## config.mk

```make
export PLATFORM = sky130hd
export DESIGN_NAME = dchs_ctrl
export DESIGN_NICKNAME = d
export VERILOG_FILES = /design/src/sv/dchs_pkg.sv /design/src/sv/dchs_ctrl.sv
export SDC_FILE = /design/constraint.sdc
export NUM_CORES = 1
export LEC_CHECK = 0
export BUFFER_PORTS_ARGS = -buffer_cell sky130_fd_sc_hd__buf_2
export CAP_MARGIN = 20
export CORE_AREA = 2 2 39 41
export DETAILED_ROUTE_END_ITERATION = 12
export DIE_AREA = 0 0 41 43
export GPL_ROUTABILITY_DRIVEN = 0
export GPL_TIMING_DRIVEN = 1
export HOLD_SLACK_MARGIN = 0.08
export PLACE_DENSITY = 0.59
export SYNTH_ARGS = -nofsm -noshare
export SYNTH_HDL_FRONTEND = slang
export SYNTH_SLANG_ARGS = --single-unit
```

## constraint.sdc

```tcl
create_clock -name clk -period 1.4 [get_ports clk]
set_input_delay 0.07 -clock clk [delete_from_list [all_inputs] [get_ports clk]]
set_output_delay 0.07 -clock clk [all_outputs]
set_load 0.1 [all_outputs]
```

## src/sv/dchs_pkg.sv

```systemverilog
// Shared types and codes for the depth/color histogram selector.
package dchs_pkg;

	// Operation codes of an input item; code 3 is unused and does nothing.
	typedef enum logic [1:0] {
		OP_INC   = 2'd0,
		OP_DEC   = 2'd1,
		OP_QUERY = 2'd2
	} op_t;

	// Result status codes.
	localparam logic [2:0] ST_OK    = 3'd0;
	localparam logic [2:0] ST_COLOR = 3'd1;
	localparam logic [2:0] ST_DEPTH = 3'd2;
	localparam logic [2:0] ST_ROW   = 3'd3;
	localparam logic [2:0] ST_ZERO  = 3'd4;
	localparam logic [2:0] ST_SAT   = 3'd5;

	typedef enum logic [3:0] {
		S_CLEAR,
		S_IDLE,
		S_DISPATCH,
		S_UPD,
		S_SCAN1,
		S_EVAL,
		S_TARGET,
		S_SCAN2,
		S_DONE
	} state_t;

	// Controller to datapath.
	typedef struct packed {
		logic clear;       // write zero at the clear pointer, advance it
		logic load;        // capture input fields, clear result staging
		logic scan_start;  // restart the cell scan
		logic pass2;       // the scan being started is the pick pass
		logic mult;        // form the two partial products of the target
		logic add;         // sum partial products into the target
		logic upd_commit;  // finish an increment or decrement
		logic push;        // move staged result into the output register
	} dp_cmd_t;

	// Datapath to controller.
	typedef struct packed {
		logic clr_last;
		op_t  op;
		logic scan_empty;
		logic scan_done;
		logic any;
		logic weighted;
	} dp_sts_t;

endpackage

```

## src/sv/dchs_ctrl.sv

```systemverilog
// Controller state machine: sequences clearing, updates, scans and result handoff.
module dchs_ctrl (
	input  logic              clk,
	input  logic              arst_n,
	input  logic              in_valid,
	output logic              in_stall,
	output logic              out_valid,
	input  logic              out_stall,
	input  dchs_pkg::dp_sts_t sts,
	output dchs_pkg::dp_cmd_t cmd
);

	dchs_pkg::state_t state_q, state_next;
	logic             out_valid_q;

	always_ff @(posedge clk or negedge arst_n) begin
		if (!arst_n) begin
			state_q     <= dchs_pkg::S_CLEAR;
			out_valid_q <= 1'b0;
		end else begin
			state_q <= state_next;
			if (cmd.push) begin
				out_valid_q <= 1'b1;
			end else if (!out_stall) begin
				out_valid_q <= 1'b0;
			end
		end
	end

	always_comb begin
		state_next = state_q;
		cmd        = '0;
		unique case (state_q)
			dchs_pkg::S_CLEAR: begin
				cmd.clear = 1'b1;
				if (sts.clr_last) begin
					state_next = dchs_pkg::S_IDLE;
				end
			end
			dchs_pkg::S_IDLE: begin
				if (in_valid) begin
					cmd.load   = 1'b1;
					state_next = dchs_pkg::S_DISPATCH;
				end
			end
			dchs_pkg::S_DISPATCH: begin
				unique case (sts.op)
					dchs_pkg::OP_INC, dchs_pkg::OP_DEC: begin
						state_next = dchs_pkg::S_UPD;
					end
					dchs_pkg::OP_QUERY: begin
						if (sts.scan_empty) begin
							state_next = dchs_pkg::S_DONE;
						end else begin
							cmd.scan_start = 1'b1;
							state_next     = dchs_pkg::S_SCAN1;
						end
					end
					default: begin
						state_next = dchs_pkg::S_DONE;
					end
				endcase
			end
			dchs_pkg::S_UPD: begin
				cmd.upd_commit = 1'b1;
				state_next     = dchs_pkg::S_DONE;
			end
			dchs_pkg::S_SCAN1: begin
				if (sts.scan_done) begin
					state_next = dchs_pkg::S_EVAL;
				end
			end
			dchs_pkg::S_EVAL: begin
				if (sts.any && sts.weighted) begin
					cmd.mult   = 1'b1;
					state_next = dchs_pkg::S_TARGET;
				end else begin
					state_next = dchs_pkg::S_DONE;
				end
			end
			dchs_pkg::S_TARGET: begin
				cmd.add        = 1'b1;
				cmd.scan_start = 1'b1;
				cmd.pass2      = 1'b1;
				state_next     = dchs_pkg::S_SCAN2;
			end
			dchs_pkg::S_SCAN2: begin
				if (sts.scan_done) begin
					state_next = dchs_pkg::S_DONE;
				end
			end
			dchs_pkg::S_DONE: begin
				if (!out_valid_q || !out_stall) begin
					cmd.push   = 1'b1;
					state_next = dchs_pkg::S_IDLE;
				end
			end
			default: begin
				state_next = dchs_pkg::S_IDLE;
			end
		endcase
	end

	assign in_stall  = (state_q != dchs_pkg::S_IDLE);
	assign out_valid = out_valid_q;

endmodule

```

==> impl_metrics.py <==
metrics = {
    "outcome": {
        "status": "finished with violations",
        "violations": "setup timing",
    },
    "logic_synthesis": {
        "syn-num-nets": 66,
        "yosysTopAreaCell": "dfrtp_1",
        "ys_seq_area_frac": 0.291,
        "synth_area_sq_um": 430,
        "yosysTopAreaCellShare": 0.291,
        "synth_cell_types": 29,
        "syn_avg_cell_area_sq_um": 7.83,
        "yosysWarnings": 0,
        "syn_inst": 55,
        "synth_seq_cells": 5,
        "netlist_top_cells_area": "dfrtp_1, nand2_1, nor2_1, a21oi_1, buf_2",
    },
    "critical_path": {
        "setup.worst_path.start_class": "register",
        "slowest_delay_ps": 490,
        "worstPathArrival_ps": 1410,
        "cp_cell_sequence": "buf_6 > nor4_4 > buf_12",
        "end_kind": "output pin",
        "crit_slowest_cell": "dfrtp_2",
        "path_max_fanout": 7,
        "crit_type": "register to output pin",
        "critPathRequiredTime_ps": 1330,
        "critPathBufInv": 2,
        "crit_family": "flip-flops",
    },
    "placed_design": {
        "port_buffers": 20,
        "dpl_cell_area_sq_um": 783,
        "pre_cts_ws_ps": 19.8,
        "hpwlAfterDp_mm": 1.00,
    },
    "drt": {
        "ant_nets": 0,
        "drtIter0Drc": 14,
        "drc": 0,
        "wl_per_cell_microns": 15.1,
        "vias": 592,
        "finalWirelength_mm": 1.68,
        "vias_per_cell": 5.33,
        "dr.pass1.iters": 4,
    },
    "die": {
        "start_util": 0.311,
        "io_pins": 21,
        "die_x_microns": 41,
        "dieArea_sq_um": 1760,
        "core_sq_um": 1380,
        "core.rowCount": 14,
        "die_y_microns": 43,
    },
    "clock_network": {
        "h-tree-depth": 1,
        "root_buffer": "clkbuf_4",
        "clk_pin_slew_ps": 50,
        "clock_latency_ps": 230,
        "cts_tree": "built",
        "cts_made_buffers": 3,
        "cts_buffer_depth": 2,
        "clkSinkCount": 5,
    },
    "run": {
        "drv_cap": 0,
    },
    "sta": {
        "worst_slack_ps": -77.6,
        "drv_slew": 0,
        "max_slew.worst_pin.slew_ps": 482,
        "final.min_clock_period_ps": 1480,
        "fin_skew_ps": 3.54,
        "max_freq_mhz": 677,
        "grt_setup_unrepaired": "true",
        "hold_viol": 0,
        "period_share": 1.06,
        "setup_viol": 7,
        "maxSlewHeadroom": 0.681,
    },
    "finish": {
        "area_growth_pct": 128,
        "final_cell_mix": "buf_4, buf_2, buf_12",
        "num-nets-final": 107,
        "final_common_cell": "buf_4",
        "final_cell_area_sq_um": 981,
        "antenna_cells": 0,
        "drive_above_1_share": 0.726,
    },
    "grt": {
        "grt_max_degree": 9,
        "overflow": 0,
        "grt_pass1_wl_mm": 2.40,
        "grtUsageTotal": 0.199,
        "grt_pass1_vias": 563,
        "antenna_found_initial": 0,
    },
    "power_and_ir_drop": {
        "power.leakage_nw": 0.413,
        "vdd_drop_max_mv": 1.58,
        "power_density_nw_per_um2": 2220,
    },
    "min_path": {
        "min_path_type": "input port to register",
    },
}
final timing paths:
check | slack, ps | cells after the start | endpoint | start
setup / recovery | -80 | 3 | cmd[7] | state_q[0]
hold / removal | 110 | 2 | state_q[1] | sts[2]
setup reg to reg | 0 | 4 | state_q[2] | state_q[1]
hold reg to reg | 660 | 2 | out_valid | out_valid
max in group asynchronous | 1090 | 2 | state_q[0] | arst_n
min in group asynchronous | 170 | 2 | state_q[2] | arst_n
flip-flops by register name (all words and copies together) (netlist names):
| register | cells |
|---|---|
| out_valid | 1 |
| state_q | 4 |
area by class of cell:
class,instances,area (sq um)
Fill cell,94,403
Timing Repair Buffer,41,422
Sequential cell,5,131
Clock buffer,4,26.3
Multi-Input combinational cell,44,375
Inverter,1,6.26
Tap cell,16,20.0
per-stage QoR:
| step | hold slack (ps) | power (mW) | cells | utilization | setup TNS (ps) |
|---|---|---|---|---|---|
| after floorplan | -226 | 1.27 | 55 | - | -1040 |
| after global placement | -117 | 1.69 | 94 | 0.566 | 0 |
| after detailed placement | -117 | 1.70 | 94 | 0.566 | 0 |
| after CTS | 97.6 | 1.94 | 104 | 0.633 | -173 |
| after global routing | 117 | 2.28 | 111 | 0.709 | -854 |
| final | 112 | 2.17 | 111 | 0.709 | -239 |
synth_stat cells, drive strengths merged:
library cell,number
a211oi,1
a21oi,3
a22oi,1
and3,1
and4b,1
buf,5
dfrtp,5
inv,1
mux2i,1
nand2,9
nand2b,2
nand3,1
nand3b,1
nand4,1
nor2,6
nor2b,2
nor3,2
nor4,2
o21a,2
o21ai,3
o22ai,2
o32a,1
o32ai,1
or4,1
cells by family (layout without fill, tap and decap cells):
kind of cell / after synthesis / in the layout / share of synthesized area
muxes: 1 / 1 / 0.0233
DFF: 5 / 5 / 0.291
buffers and inverters: 6 / 46 / 0.0872
and+or+nand+nor: 29 / 29 / 0.378
AOI/OAI and AO/OA: 14 / 14 / 0.221
layer usage:
metal  track usage  wire length (microns)  part of all wire
met3        0.0157                     54             0.032
met4         0.120                     15            0.0089
met1         0.257                    660              0.39
met2         0.303                    948              0.56
met5             0                      0                 0
power breakdown:
part           internal (mW)  switching, mW  leakage [nW]  total, mW
clock                  0.108         0.0560        0.0150      0.164
sequential             0.193          0.119        0.0592      0.312
combinational          0.696           1.00         0.338       1.70
total                  0.996           1.18         0.413       2.17
what timing repair did:
item                       CTS  global route
pin swaps                    1             7
setup endpoints to repair    9            10
resized for setup            9            12
hold buffers                 1             0
setup buffers                5             7
gates cloned                 0             0
hold endpoints to repair     5             0
No activity file was read; power rests on OpenSTA's default activity.
